===== config.mk =====
export PLATFORM = sky130hd
export DESIGN_NAME = ubx_frame_receiver_core_flat
export DESIGN_NICKNAME = d
export VERILOG_FILES = /design/src/ubxfr_pkg.sv /design/src/ubxfr_stream_if.sv /design/src/ubxfr_cfg_regs.sv /design/src/ubxfr_parser.sv /design/src/ubx_frame_receiver_core.sv /design/src/flat_wrapper.sv
export SDC_FILE = /design/constraint.sdc
export NUM_CORES = 1
export LEC_CHECK = 0
export ABC_CLOCK_PERIOD_IN_PS = 800
export CAP_MARGIN = 20
export CORE_UTILIZATION = 60
export CTS_CLUSTER_DIAMETER = 80
export DETAILED_ROUTE_END_ITERATION = 7
export DONT_BUFFER_PORTS = 1
export PLACE_DENSITY = 0.76
export SYNTH_ARGS = -nofsm -noshare
export SYNTH_HDL_FRONTEND = slang
export SYNTH_SLANG_ARGS = --single-unit

===== constraint.sdc =====
create_clock -name clk_i -period 0.8 [get_ports clk_i]
set_input_delay 0.04 -clock clk_i [delete_from_list [all_inputs] [get_ports clk_i]]
set_output_delay 0.04 -clock clk_i [all_outputs]
set_load 0.01 [all_outputs]

===== src/ubxfr_pkg.sv =====
package ubxfr_pkg;

  // fixed field widths
  localparam int ByteW = 8;
  localparam int IdxW  = 10;
  localparam int LenW  = 16;

  // header bytes counted against the frame limit besides the payload
  localparam int unsigned HeaderBytes = 4;

  // configuration port
  localparam int CfgDataW = 32;
  localparam int CfgAddrW = 3;
  localparam logic RegSyncFirst  = 1'b0;
  localparam logic RegSyncSecond = 1'b1;
  localparam logic [ByteW-1:0] SyncFirstRst  = 8'd181;
  localparam logic [ByteW-1:0] SyncSecondRst = 8'd98;

  typedef struct packed {
    logic [ByteW-1:0] rx_byte;
  } in_beat_t;

  typedef struct packed {
    logic             payload_valid;
    logic [ByteW-1:0] payload_byte;
    logic [IdxW-1:0]  byte_index;
    logic             frame_end;
    logic             frame_ok;
    logic [ByteW-1:0] msg_class;
    logic [ByteW-1:0] msg_id;
    logic [IdxW-1:0]  payload_length;
    logic             frame_error;
  } out_beat_t;

  typedef struct packed {
    logic [ByteW-1:0] sync_first;
    logic [ByteW-1:0] sync_second;
  } cfg_t;

endpackage


===== src/ubxfr_stream_if.sv =====
interface ubxfr_stream_if #(
  parameter type payload_t = logic
);
  logic     valid;
  logic     ready;
  payload_t data;

  modport source (output valid, output data, input ready);
  modport sink (input valid, input data, output ready);
endinterface


===== src/ubxfr_cfg_regs.sv =====
module ubxfr_cfg_regs
  import ubxfr_pkg::*;
(
  input  logic                clk_i,
  input  logic                rst_ni,
  input  logic                psel,
  input  logic                penable,
  input  logic                pwrite,
  input  logic [CfgAddrW-1:0] paddr,
  input  logic [CfgDataW-1:0] pwdata,
  output logic [CfgDataW-1:0] prdata,
  output logic                pready,
  output cfg_t                cfg_o
);

  logic             wr_en;
  logic             reg_sel;
  logic [ByteW-1:0] sync_first_q;
  logic [ByteW-1:0] sync_second_q;

  assign wr_en   = psel & penable & pwrite;
  assign reg_sel = paddr[2];
  assign pready  = 1'b1;

  always_ff @(posedge clk_i or negedge rst_ni) begin
    if (!rst_ni) begin
      sync_first_q  <= SyncFirstRst;
      sync_second_q <= SyncSecondRst;
    end else if (wr_en) begin
      if (reg_sel == RegSyncFirst) begin
        sync_first_q <= pwdata[ByteW-1:0];
      end else begin
        sync_second_q <= pwdata[ByteW-1:0];
      end
    end
  end

  always_comb begin
    prdata = '0;
    if (reg_sel == RegSyncFirst) begin
      prdata[ByteW-1:0] = sync_first_q;
    end else begin
      prdata[ByteW-1:0] = sync_second_q;
    end
  end

  assign cfg_o.sync_first  = sync_first_q;
  assign cfg_o.sync_second = sync_second_q;

endmodule


===== src/ubxfr_parser.sv =====
module ubxfr_parser
  import ubxfr_pkg::*;
#(
  parameter int MaxFrame = 1024
) (
  input  logic             clk_i,
  input  logic             rst_ni,
  input  logic             advance_i,
  input  logic [ByteW-1:0] rx_byte_i,
  input  cfg_t             cfg_i,
  output out_beat_t        res_o
);

  localparam int CntW = $clog2(MaxFrame - 3);
  localparam int CmpW = LenW + 1;

  localparam logic [3:0] PhHunt    = 4'd0;
  localparam logic [3:0] PhSync2   = 4'd1;
  localparam logic [3:0] PhClass   = 4'd2;
  localparam logic [3:0] PhId      = 4'd3;
  localparam logic [3:0] PhLen1    = 4'd4;
  localparam logic [3:0] PhLen2    = 4'd5;
  localparam logic [3:0] PhPayload = 4'd6;
  localparam logic [3:0] PhChk1    = 4'd7;
  localparam logic [3:0] PhChk2    = 4'd8;

  logic [3:0]       phase_q, phase_d;
  logic [CntW-1:0]  cnt_q, cnt_d;
  logic [ByteW-1:0] class_q, class_d;
  logic [ByteW-1:0] id_q, id_d;
  logic [LenW-1:0]  len_q, len_d;
  logic [ByteW-1:0] sum_a_q, sum_a_d;
  logic [ByteW-1:0] sum_b_q, sum_b_d;
  logic             got_a_q, got_a_d;

  logic [ByteW-1:0] a_base, b_base, add_a, add_b;
  logic [CntW-1:0]  cnt_inc;
  logic             pay_last;
  logic             too_long;

  // fletcher step; the class byte starts both sums from zero
  assign a_base   = (phase_q == PhClass) ? '0 : sum_a_q;
  assign b_base   = (phase_q == PhClass) ? '0 : sum_b_q;
  assign add_a    = a_base + rx_byte_i;
  assign add_b    = b_base + add_a;
  assign cnt_inc  = cnt_q + 1'b1;
  assign pay_last = CmpW'(cnt_inc) >= CmpW'(len_q);
  assign too_long = (CmpW'({rx_byte_i, len_q[ByteW-1:0]}) + CmpW'(HeaderBytes))
                    > CmpW'(MaxFrame);

  always_comb begin
    phase_d = phase_q;
    cnt_d   = cnt_q;
    class_d = class_q;
    id_d    = id_q;
    len_d   = len_q;
    sum_a_d = sum_a_q;
    sum_b_d = sum_b_q;
    got_a_d = got_a_q;
    res_o   = '0;
    case (phase_q)
      PhSync2: begin
        phase_d = (rx_byte_i == cfg_i.sync_second) ? PhClass : PhHunt;
      end
      PhClass: begin
        cnt_d   = '0;
        got_a_d = 1'b0;
        class_d = rx_byte_i;
        sum_a_d = add_a;
        sum_b_d = add_b;
        phase_d = PhId;
      end
      PhId: begin
        id_d    = rx_byte_i;
        sum_a_d = add_a;
        sum_b_d = add_b;
        phase_d = PhLen1;
      end
      PhLen1: begin
        len_d   = LenW'(rx_byte_i);
        sum_a_d = add_a;
        sum_b_d = add_b;
        phase_d = PhLen2;
      end
      PhLen2: begin
        len_d   = {rx_byte_i, len_q[ByteW-1:0]};
        sum_a_d = add_a;
        sum_b_d = add_b;
        if (too_long) begin
          res_o.frame_error = 1'b1;
          phase_d = PhHunt;
        end else if (len_d == '0) begin
          phase_d = PhChk1;
        end else begin
          phase_d = PhPayload;
        end
      end
      PhPayload: begin
        sum_a_d = add_a;
        sum_b_d = add_b;
        res_o.payload_valid = 1'b1;
        res_o.payload_byte  = rx_byte_i;
        res_o.byte_index    = IdxW'(cnt_q);
        cnt_d = cnt_inc;
        if (pay_last) begin
          phase_d = PhChk1;
        end
      end
      PhChk1: begin
        got_a_d = (rx_byte_i == sum_a_q);
        phase_d = PhChk2;
      end
      PhChk2: begin
        res_o.frame_end = 1'b1;
        res_o.frame_ok  = got_a_q & (rx_byte_i == sum_b_q);
        phase_d = PhHunt;
      end
      default: begin
        phase_d = (rx_byte_i == cfg_i.sync_first) ? PhSync2 : PhHunt;
      end
    endcase
    res_o.msg_class      = class_d;
    res_o.msg_id         = id_d;
    res_o.payload_length = len_d[IdxW-1:0];
  end

  always_ff @(posedge clk_i or negedge rst_ni) begin
    if (!rst_ni) begin
      phase_q <= PhHunt;
      cnt_q   <= '0;
      class_q <= '0;
      id_q    <= '0;
      len_q   <= '0;
      sum_a_q <= '0;
      sum_b_q <= '0;
      got_a_q <= 1'b0;
    end else if (advance_i) begin
      phase_q <= phase_d;
      cnt_q   <= cnt_d;
      class_q <= class_d;
      id_q    <= id_d;
      len_q   <= len_d;
      sum_a_q <= sum_a_d;
      sum_b_q <= sum_b_d;
      got_a_q <= got_a_d;
    end
  end

  a_ok_needs_end: assert property (@(posedge clk_i) disable iff (!rst_ni)
    advance_i && res_o.frame_ok |-> res_o.frame_end)
    else $error("frame_ok without frame_end");

  a_flags_exclusive: assert property (@(posedge clk_i) disable iff (!rst_ni)
    advance_i |-> $countones({res_o.payload_valid, res_o.frame_end,
                              res_o.frame_error}) <= 1)
    else $error("payload, end and error flags overlap");

  a_payload_exit: assert property (@(posedge clk_i) disable iff (!rst_ni)
    advance_i && phase_q == PhPayload && pay_last |=> phase_q == PhChk1)
    else $error("last payload byte did not move to checksum");

  a_zero_len: assert property (@(posedge clk_i) disable iff (!rst_ni)
    advance_i && phase_q == PhLen2 && !too_long && rx_byte_i == '0 &&
    len_q[ByteW-1:0] == '0 |=> phase_q == PhChk1)
    else $error("empty payload did not skip to checksum");

endmodule


===== src/ubx_frame_receiver_core.sv =====
// channel   dir  payload                                   handshake
// in_if     in   rx_byte                                   valid/ready
// out_if    out  payload/index, frame_end/ok/error, header valid/ready
// apb       in   sync_first @0x0, sync_second @0x4         psel/penable, pready=1
//
// one byte in, one result out; sustained rate is one beat per cycle while out_if.ready stays high
// path: input register, then parse logic into the result register
// parser state advances only when the held byte moves into the result register
// a stalled result register holds and backs up the input register; in_if.ready
// stays high while the result register can drain in the same cycle
// reset clears all control and parser state; sync registers return to 0xb5/0x62
module ubx_frame_receiver_core
  import ubxfr_pkg::*;
#(
  parameter int MaxFrame = 1024
) (
  input  logic                clk_i,
  input  logic                rst_ni,
  ubxfr_stream_if.sink        in_if,
  ubxfr_stream_if.source      out_if,
  input  logic                psel,
  input  logic                penable,
  input  logic                pwrite,
  input  logic [CfgAddrW-1:0] paddr,
  input  logic [CfgDataW-1:0] pwdata,
  output logic [CfgDataW-1:0] prdata,
  output logic                pready
);

  cfg_t      cfg;
  in_beat_t  in_q;
  logic      in_valid_q, in_valid_d;
  out_beat_t res;
  out_beat_t out_q;
  logic      out_valid_q, out_valid_d;
  logic      advance;
  logic      in_take;

  // held byte moves on when the result register is empty or being drained
  assign advance    = in_valid_q & (~out_valid_q | out_if.ready);
  assign in_if.ready = ~in_valid_q | advance;
  assign in_take    = in_if.valid & in_if.ready;

  assign in_valid_d  = in_take | (in_valid_q & ~advance);
  assign out_valid_d = advance | (out_valid_q & ~out_if.ready);

  always_ff @(posedge clk_i or negedge rst_ni) begin
    if (!rst_ni) begin
      in_valid_q  <= 1'b0;
      out_valid_q <= 1'b0;
    end else begin
      in_valid_q  <= in_valid_d;
      out_valid_q <= out_valid_d;
    end
  end

  // payload registers, no reset needed
  always_ff @(posedge clk_i) begin
    if (in_take) begin
      in_q <= in_if.data;
    end
    if (advance) begin
      out_q <= res;
    end
  end

  assign out_if.valid = out_valid_q;
  assign out_if.data  = out_q;

  ubxfr_cfg_regs u_cfg (
    .clk_i   (clk_i),
    .rst_ni  (rst_ni),
    .psel    (psel),
    .penable (penable),
    .pwrite  (pwrite),
    .paddr   (paddr),
    .pwdata  (pwdata),
    .prdata  (prdata),
    .pready  (pready),
    .cfg_o   (cfg)
  );

  // framing state machine and fletcher sums
  ubxfr_parser #(
    .MaxFrame (MaxFrame)
  ) u_parser (
    .clk_i     (clk_i),
    .rst_ni    (rst_ni),
    .advance_i (advance),
    .rx_byte_i (in_q.rx_byte),
    .cfg_i     (cfg),
    .res_o     (res)
  );

  a_hold_input: assert property (@(posedge clk_i) disable iff (!rst_ni)
    in_valid_q && !advance |=> in_valid_q && $stable(in_q))
    else $error("held input beat lost");

  a_result_loaded: assert property (@(posedge clk_i) disable iff (!rst_ni)
    advance |=> out_valid_q)
    else $error("parsed beat did not reach result register");

  a_hold_result: assert property (@(posedge clk_i) disable iff (!rst_ni)
    out_valid_q && !out_if.ready |=> out_valid_q && $stable(out_q))
    else $error("stalled result beat changed");

endmodule

===== src/flat_wrapper.sv =====
// flat-port wrapper written by rule: the top's interface ports become plain ports
module ubx_frame_receiver_core_flat import ubxfr_pkg::*;
#(
  parameter int MaxFrame = 1024
)
  (clk_i, rst_ni, psel, penable, pwrite, paddr, pwdata, prdata, pready, in_if_valid, in_if_data, in_if_ready, out_if_valid, out_if_data, out_if_ready);
  ubxfr_stream_if in_if_i ();
  ubxfr_stream_if out_if_i ();
  input  logic clk_i;
  input  logic rst_ni;
  input  logic psel;
  input  logic penable;
  input  logic pwrite;
  input  logic [CfgAddrW-1:0] paddr;
  input  logic [CfgDataW-1:0] pwdata;
  output logic [CfgDataW-1:0] prdata;
  output logic pready;
  input wire logic [$bits(in_if_i.valid)-1:0] in_if_valid;
  input wire logic [$bits(in_if_i.data)-1:0] in_if_data;
  output wire logic [$bits(in_if_i.ready)-1:0] in_if_ready;
  output wire logic [$bits(out_if_i.valid)-1:0] out_if_valid;
  output wire logic [$bits(out_if_i.data)-1:0] out_if_data;
  input wire logic [$bits(out_if_i.ready)-1:0] out_if_ready;
  assign in_if_i.valid = in_if_valid;
  assign in_if_i.data = in_if_data;
  assign in_if_ready = in_if_i.ready;
  assign out_if_valid = out_if_i.valid;
  assign out_if_data = out_if_i.data;
  assign out_if_i.ready = out_if_ready;
  ubx_frame_receiver_core #(.MaxFrame(MaxFrame)) u_core (.clk_i(clk_i), .rst_ni(rst_ni), .in_if(in_if_i), .out_if(out_if_i), .psel(psel), .penable(penable), .pwrite(pwrite), .paddr(paddr), .pwdata(pwdata), .prdata(prdata), .pready(pready));
endmodule

==> results.md, run 1 <==
- Sink Count: 18
- Critical path endpoint category: primary output
- Overall routed net length: 1.50 mm
- Fin area: ~1100 um2
- Total CTS buffers: 3
- Final hold vios: 10
- Post-CTS Hold Fix Bufs: 11
- Critical path class: register to primary output
- Largest delay share family, worst path: flip-flops
- Wire per inst: approximately 14 um
- RePlAce Congestion: approximately 0.65
- Core area: 1540 um2
- Max clock buf depth: 2
- Synth Register Bits: 18
- Detail Placement HPWL: 948 um
- Die H: 43.1 um
- Synth Area per Inst: 13.2 um2
- CTS H-tree lvls: 1
- Top cells by count, synth: 26 x buf_4, 24 x mux2_2, 10 x dfrtp_1
- Warnings from Yosys: 0
- Final period utilization: 129%
- Initial core utilization: roughly two thirds
- Share of layout cells above drive strength 1: between 40 and 50%
- First-pass GRT wire length: 2.31 mm
- Final total power: 2390 uW
- Worst path arrival time: 1.00 ns
- Die Wd: 43.1 um
- Seq/Total Area, Yosys: between 40 and 50%
- Worst Clk Skew: ~0.000054 ns
- Leakage: approximately 0.00055 uW
- Initial antenna violation count: 0
- EDFF count, synth: 0
- CP bufs+invs: 0
- Max-cap violations: 0
- Primary FF master, synth: dfrtp_1
- Final worst setup slack: -0.236 ns
- Max_slew headroom: 47.1%
- Worst-margin pin slew: just under 0.8 ns
- Synthesized area: between 1000 and 1500 um2
- Num rows: 14
- Nets@finish: between 100 and 150
- Total grt overflow: 0
- Status: finished, violations left
- IO Pins: 79
- Final Slew Violations: 0
- 1st-pass router iterations: 2
- Vias in the first global route: 493
- Final min period: 1.04 ns
- DR vias: between 500 and 600
- Port buffer count: 0
- Largest net degree at the start of global routing: 19
- Reg area: around 460 um2
- Clock latency on the worst-skew pair: approximately 0.29 ns
- Final Util: approximately 73%
- Area contributors post-synth: mux2_2 27%, dfrtp_1 25%, dfstp_2 21%
- Area delta synth->final: 11.5%
- Max Fclk: 966 MHz
- Async set-reset flop share out of synthesis: 100%
- All-Layer GR Usage: 17.1%
- Unrepaired setup endpoints after global routing: yes
- Via density: 4.92
- CTS clk-pin slew, worst paths: about 0.1 ns
- # DRC: 0
- Filler cell count: approximately 110
- Critical Path Start Type: register
- Worst-path cell chain: mux2_4
- Power Dens Cells: roughly 2100 nW/um2
- Final setup violation count: 10
- Netlist cell types: 12
- Final ANT Viol Nets: 0
- Crit path max fanout: 2
- Worst vdd ir: ~1.7 mV
- CTS Root Cell: clkbuf_4
- DRT iter0 DRCs: 2
- Slowest cell on crit path: dfstp_2
- Worst Path Required: about 0.76 ns
- Synth area leader: mux2_2
- Failing checks: hold timing, setup timing
- ANT cells: 0
- Syn Inst Count: between 70 and 80
- Dpl cell area: 933 um2
- Place WS: roughly 0.057 ns
- Synth top area share: a little over a quarter
- Hold_ws: -0.110 ns
- CP peak stage delay: 0.55 ns
- Area occupied by multi-input gates: approximately 460 um2
- Most numerous cell in the Yosys netlist: buf_4
- TritonCTS clock tree: done
- Die ar.: between 1500 and 2000 um2
- HP Class: input pin to async pin
## stage by stage
step	std cells	hold slack [ns]	TNS, ns
4_1_cts	107	0.0463	-2.46
6_report	108	-0.110	-2.18
5_1_grt	108	-0.0551	-2.64
2_1_floorplan	101	-0.256	0
3_3_place_gp	92	-0.255	0
3_5_place_dp	92	-0.255	0
## metal layers
| metal | wire length (um) | part of all wire [%] | vias up | GRT usage (%) |
|---|---|---|---|---|
| met5 | 0 | 0 | - | 0 |
| met1 | 526 | 35 | 267 | 21.1 |
| li1 | - | - | 234 | - |
| met4 | 0 | 0 | 0 | 5.45 |
| met2 | 831 | 56 | 30 | 26.9 |
| met3 | 138 | 9.2 | 0 | 7.23 |
## logic make-up (layout without fill, tap and decap cells)
family	Yosys count	in the layout	share of synthesized area [%]
flip-flops	18	18	45.4
buffers and inverters	28	19	20.7
other	2	26	0.740
multiplexers	24	24	26.6
AND/OR/NAND/NOR	4	4	5.80
AO/OA/AOI/OAI	1	1	0.740
## what timing repair did
item	in CTS	in global routing
endpoints found under the setup margin	10	26
endpoints found under the hold margin	36	10
gates resized for setup	9	3
buffers inserted	0	1
pin swaps	0	1
## where the power goes
group          switching (uW)  leakage (uW)  internal, uW
clock network             273     0.0000210           277
registers                91.8      0.000201          1160
logic                     244      0.000328           341
total                     609      0.000550          1780
## path summary, 6_finish.rpt
path	startpoint	endpoint	slack, ns	depth (start not counted)
max reg2reg	u_core.u_cfg.sync_second_q[7]	u_core.u_cfg.sync_second_q[7]	0.04	1
min	rst_ni	u_core.u_cfg.sync_first_q[1]	-0.11	1
max	u_core.u_cfg.sync_first_q[5]	prdata[5]	-0.24	1
max in group asynchronous	rst_ni	u_core.u_cfg.sync_second_q[4]	0.42	1
min in group clk_i	paddr[2]	u_core.u_cfg.sync_second_q[0]	0.05	2
min reg2reg	u_core.in_valid_q	u_core.out_if.valid	0.51	1
## registers in the layout (all words and copies together) (netlist names)
register and cells:
u_core.out_if.valid 1, u_core.u_cfg.sync_first_q 8, u_core.u_cfg.sync_second_q 8, u_core.in_valid_q 1
## layout make-up
| type | instances | area share, % |
|---|---|---|
| repair buffers | 14 | 12.9 |
| flip-flops and latches | 18 | 40.7 |
| multi-input cells | 55 | 41.0 |
| inverters | 1 | 0.332 |
| well taps | 16 | 1.77 |
| clock buffers | 4 | 3.21 |
## layout by cell type, fill, tap and decap left out, types with 3 or more instances in the layout
cell type / count
buf_6: 3
clkbuf_4: 3
conb_1: 26
dfrtp_1: 10
dfstp_2: 8
dlygate4sd3_1: 10
mux2_2: 16
mux2_4: 8
Note: power is estimated with default switching activity, not from simulation.
==> inputs of run 2 (changes only) <==
Settings changed: ABC_CLOCK_PERIOD_IN_PS 800 to 1270.
Clock period 0.8 ns to 1.27 ns, I/O delays scaled along.
==> run 2 against run 1 <==
The run now ends clean. Hold slack better by 0.15 ns. Setup slack improved by 0.44 ns. Cell count decreased by 2.8%. Sequential share of layout area is 2.5 points higher. Design area fell by 5.9%. Critical endpoint is now prdata[6]. Register-to-register slack improved by 0.43 ns. First-iteration DRC count down 100%. Utilization shrank 4.3 points. Clock power shrank 38%.
==> results.md, run 2 (synthesis gave the netlist of run 1 again) <==
- Max Fclk: between 900 and 1000 MHz
- DR vias: approximately 500
- Crit path max fanout: 2
- ANT cells: 0
- DRT iter0 DRCs: 0
- Slowest cell on crit path: dfstp_2
- Final period utilization: a little over four fifths
- Status: finished clean
- CTS clk-pin slew, worst paths: 0.09 ns
- Via density: around 4.8
- Vias in the first global route: slightly below 500
- Worst path arrival time: 1.00 ns
- CTS H-tree lvls: 1
- FF-to-FF Start: u_core.out_if.valid
- Core area: around 1500 um2
- Hold_ws: between 0.04 and 0.05 ns
- Critical path class: register to primary output
- Leakage: roughly 0.0005 uW
- Die Wd: roughly 43 um
- Max-cap violations: 0
- Max clock buf depth: 2
- Nets@finish: 133
- Final min period: between 1 and 1.5 ns
- Place WS: 0.474 ns
- All-Layer GR Usage: between 10% and 20%
- Largest regs: u_core.u_cfg.sync_first_q x8, u_core.u_cfg.sync_second_q x8
- P_sw: between 300 and 400 uW
- Total CTS buffers: 3
- CP peak stage delay: 0.54 ns
- Placed insts: 90
- Worst Clk Skew: approximately 0.0001 ns
- Clock latency on the worst-skew pair: 0.28 ns
- Internal power: roughly 1100 uW
- Final hold vios: 0
- Worst reg2reg path depth: 2
- Die ar.: roughly 1900 um2
- RePlAce Congestion: roughly 0.66
- # DRC: 0
- Worst-path cell chain: mux2_2
- Worst vdd ir: 0.919 mV
- Critical path endpoint: prdata[6]
- Worst-margin pin slew: about 0.8 ns
- Share of layout cells above drive strength 1: 42.7%
- Sequential Power Share: 54.6%
- Post-route setup TNS: 0 ns
- Switching Fraction: between 20% and 30%
- 1st-pass router iterations: 1
- First-pass GRT wire length: approximately 2.2 mm
- Finished Layout Cells: about 110
- Final Slew Violations: 0
- Port buffer count: 0
- Gate power share: 21.7%
- Final setup violation count: 0
- Initial core utilization: 65.8%
- Flop-to-flop setup slack: 0.47 ns
- Area delta synth->final: 4.93%
- Cts repair resizes: 0
- Wire per inst: 13.0 um
- Unrepaired setup endpoints after global routing: no
- CTS Root Cell: clkbuf_4
- Commonest non-fill, non-tap cells in the layout: 26 x conb_1, 24 x mux2_2, 11 x dlygate4sd3_1
- Largest delay share family, worst path: flip-flops
- HP Class: input pin to register
- Final Util: between 60% and 70%
- Power Dens Cells: approximately 1300 nW/um2
- TritonCTS clock tree: done
- CP bufs+invs: 0
- Critical Path Start Type: register
- Die H: between 40 and 50 um
- Worst Path Required: about 1.2 ns
- Worst path depth: 1
- Worst setup startpoint: u_core.u_cfg.sync_second_q[6]
- Num rows: 14
- Detail Placement HPWL: 956 um
- Critical path endpoint category: primary output
- Total grt overflow: 0
- Commonest non-fill, non-tap cell in the layout: conb_1
- Final ANT Viol Nets: 0
- Final worst setup slack: about 0.2 ns
- Initial antenna violation count: 0
- IO Pins: ~80
- Overall routed net length: between 1 and 1.5 mm
- Max_slew headroom: between 40% and 50%
- Filler cell count: 117
- Reg-to-Reg End: u_core.in_valid_q
- Sink Count: 18
- Clock Power Share: between 20% and 30%
- Largest net degree at the start of global routing: 19
[run 2: changes by cell type in the layout (fill, tap and decap cells not counted)]
cell,previous run,this run
buf_6,3,0
dlygate4sd3_1,10,11
mux2_4,8,0
dlymetal6s4s_1,1,0
mux2_2,16,24
[run 2: area by class of cell]
cell class,instances,area (um2),share of cell area [%]
sequential,18,460,43.2
inverter,1,3.75,0.353
timing repair buffer,11,110,10.3
tap,16,20.0,1.88
multi-input combinational,55,434,40.8
clock buffer,4,36.3,3.41
[run 2: per-layer routing]
layer	routed length [um]	vias up	part of all wire, %	global-route usage, %
met5	0	-	0	0
met4	10	0	0.73	5.45
met3	126	2	9.3	5.11
met2	686	32	50	27.2
met1	539	237	40	19.8
li1	-	237	-	-
[run 2: per-stage QoR]
step	total power [uW]	instance area [um2]
after floorplan	1090	1100
after global placement	1050	918
after detailed placement	1070	918
after CTS	1460	1060
after global routing	1520	1060
final	1430	1060
[run 2: what timing repair did]
item	in CTS	in global routing
buffers inserted	0	0
hold endpoints to repair	36	0
hold buffers	11	0
[run 2: worst min-delay path by stage]
stage | from | endpoint | slack [ns] | depth (start not counted)
5_1_grt | out_if_ready | u_core.in_valid_q | 0.04 | 2
4_1_cts | out_if_ready | u_core.in_valid_q | 0.03 | 2
3_5_place_dp | rst_ni | u_core.u_cfg.sync_first_q[1] | -0.23 | 0
2_1_floorplan | rst_ni | u_core.in_valid_q | -0.23 | 0
3_3_place_gp | rst_ni | u_core.u_cfg.sync_first_q[1] | -0.23 | 0
6_report | out_if_ready | u_core.in_valid_q | 0.04 | 2
[run 2: power groups by stage]
stage | combinational (uW) | clock (uW) | sequential (uW)
after floorplan | 318 | 0 | 776
after global placement | 266 | 0 | 786
after detailed placement | 273 | 0 | 795
after CTS | 314 | 363 | 783
after global routing | 338 | 378 | 799
final | 312 | 340 | 783
==> inputs of run 3 (changes only) <==
Settings changed: ABC_CLOCK_PERIOD_IN_PS 1270 to 1000.
Clock period 1.27 ns to 1 ns, I/O delays scaled along.
==> run 3 against run 2 <==
The run now ends with setup timing left. Clock-buffer cell count did not move. Design area rose by 4.2%. Register-to-register slack got worse by 0.29 ns. Clock power rose by 28%. Largest power group unchanged. Clock skew barely moved. Combinational power rose by 51%. Non-clock buffer count rose by 2. Highest routed layer unchanged. Die area did not move. Setup slack got worse by 0.24 ns. Utilization rose by 2.9 points. Via count rose by 2.6%.
==> results.md, run 3 (synthesis gave the netlist of run 1 again) <==
- Status: finished, violations left
- Failing checks: setup timing
- CTS clk-pin slew, worst paths: around 0.1 ns
- Hold_ws: 0.0275 ns
- Critical Path Start Type: register
- Sequential Power Share: roughly 53%
- Vias in the first global route: roughly 550
- Worst reg2reg path depth: 2
- Port buffer count: 0
- Max-cap violations: 0
- Sink Count: 18
- Core area: 1540 um2
- Die ar.: 1860 um2
- TritonCTS clock tree: done
- P_sw: 485 uW
- Initial core utilization: 65.8%
- Leakage: around 0.00053 uW
- Worst Path Required: roughly 0.95 ns
- Total grt overflow: 0
- Num rows: 14
- Reg area: ~460 um2
- Final worst setup slack: -0.0391 ns
- Max_slew headroom: a little under half
- RePlAce Congestion: 0.663
- Area delta synth->final: 9.37%
- Switching Fraction: 25.4%
- Flop-to-flop setup slack: between 0.15 and 0.2 ns
- Total CTS buffers: 3
- Commonest non-fill, non-tap cell in the layout: conb_1
- Place WS: around 0.20 ns
- 1st-pass router iterations: 4
- Largest regs: u_core.u_cfg.sync_first_q x8, u_core.u_cfg.sync_second_q x8
- Reg-to-Reg End: u_core.u_cfg.sync_first_q[4]
- Largest delay share family, worst path: flip-flops
- CP peak stage delay: between 0.5 and 0.6 ns
- Filler cell count: about 110
- Worst-path cell chain: mux2_4
- CP bufs+invs: 0
- Critical path class: register to primary output
- Internal power: about 1400 uW
- Clock Power Share: 22.8%
- Unrepaired setup endpoints after global routing: yes
- Worst setup startpoint: u_core.u_cfg.sync_first_q[2]
- Final setup violation count: 8
- DR vias: 521
- Final ANT Viol Nets: 0
- All-Layer GR Usage: approximately 18%
- Final min period: just over 1 ns
- Via density: a little under 5
- Nets@finish: approximately 140
- Critical path endpoint: prdata[2]
- Gate power share: 24.7%
- DRT iter0 DRCs: 3
- Crit path max fanout: 2
- CTS Root Cell: clkbuf_4
- Critical path endpoint category: primary output
- Initial antenna violation count: 0
- Commonest non-fill, non-tap cells in the layout: 26 x conb_1, 16 x mux2_2, 11 x dlygate4sd3_1
- Detail Placement HPWL: ~960 um
- Worst path depth: 1
- # DRC: 0
- Die H: 43.1 um
- Final hold vios: 0
- FF-to-FF Start: u_core.u_cfg.sync_first_q[4]
- ANT cells: 0
- CTS H-tree lvls: 1
- HP Class: input pin to register
- Worst Hold Depth: 2
- Worst Clk Skew: approximately 0.000098 ns
- Power Dens Cells: about 1700 nW/um2
- Worst-margin pin slew: between 0.7 and 0.8 ns
- Die Wd: roughly 43 um
- Overall routed net length: roughly 1.5 mm
- Final period utilization: 104%
- Max clock buf depth: 2
- Slowest cell on crit path: dfstp_2
- Final Slew Violations: 0
- IO Pins: 79
- Wire per inst: 13.9 um
- Max Fclk: between 900 and 1000 MHz
- Largest net degree at the start of global routing: 19
- Clock latency on the worst-skew pair: slightly below 0.3 ns
- Worst vdd ir: between 1 and 1.5 mV
- Area occupied by multi-input gates: around 460 um2
- Share of layout cells above drive strength 1: a little over two fifths
- Worst path arrival time: just under 1 ns
- First-pass GRT wire length: 2.42 mm
run 3: power by group through the flow:
stage	Clock, uW	Combinational, uW	Sequential (uW)
2_1_floorplan	0	404	985
3_3_place_gp	0	338	998
3_5_place_dp	0	346	1010
4_1_cts	461	446	1000
5_1_grt	480	513	1020
6_report	435	472	1000
run 3: per-stage QoR:
step                instances  total power [uW]  area (um2)  util, %  TNS, ns
finish                    107              1910        1110     72.0   -0.255
global route              107              2010        1110     72.0   -0.555
CTS                       105              1910        1090     71.0   -0.379
detailed placement         90              1360         918     59.6        0
global placement           90              1340         918     59.6        0
floorplan                 101              1390        1100        -        0
run 3: layout make-up:
| class | count | area share [%] |
|---|---|---|
| inverter | 1 | 0.338 |
| sequential | 18 | 41.5 |
| clock buffer | 4 | 3.27 |
| timing repair buffer | 13 | 11.3 |
| tap | 16 | 1.80 |
| multi-input combinational | 55 | 41.8 |
run 3: what timing repair did:
action,in CTS,in global routing
endpoints found under the setup margin,8,9
gates resized for setup,8,0
hold buffers,11,0
pin swaps,0,1
buffers inserted,0,2
hold endpoints to repair,36,0
cloned,0,0
run 3: worst min path at each step:
| stage | slack, ns | end | from |
|---|---|---|---|
| after floorplan | -0.25 | u_core.in_valid_q | rst_ni |
| after global placement | -0.25 | u_core.u_cfg.sync_first_q[1] | rst_ni |
| after CTS | 0.02 | u_core.in_valid_q | out_if_ready |
| final | 0.03 | u_core.in_valid_q | out_if_ready |
| after detailed placement | -0.25 | u_core.u_cfg.sync_first_q[1] | rst_ni |
| after global routing | 0.02 | u_core.in_valid_q | out_if_ready |
run 3: per-layer routing:
layer	global-route usage, %	vias up	share of wire, %
met1	20.1	249	37
met5	0	-	0
met4	5.45	0	0.67
met2	30.7	34	51
li1	-	236	-
met3	6.38	2	10
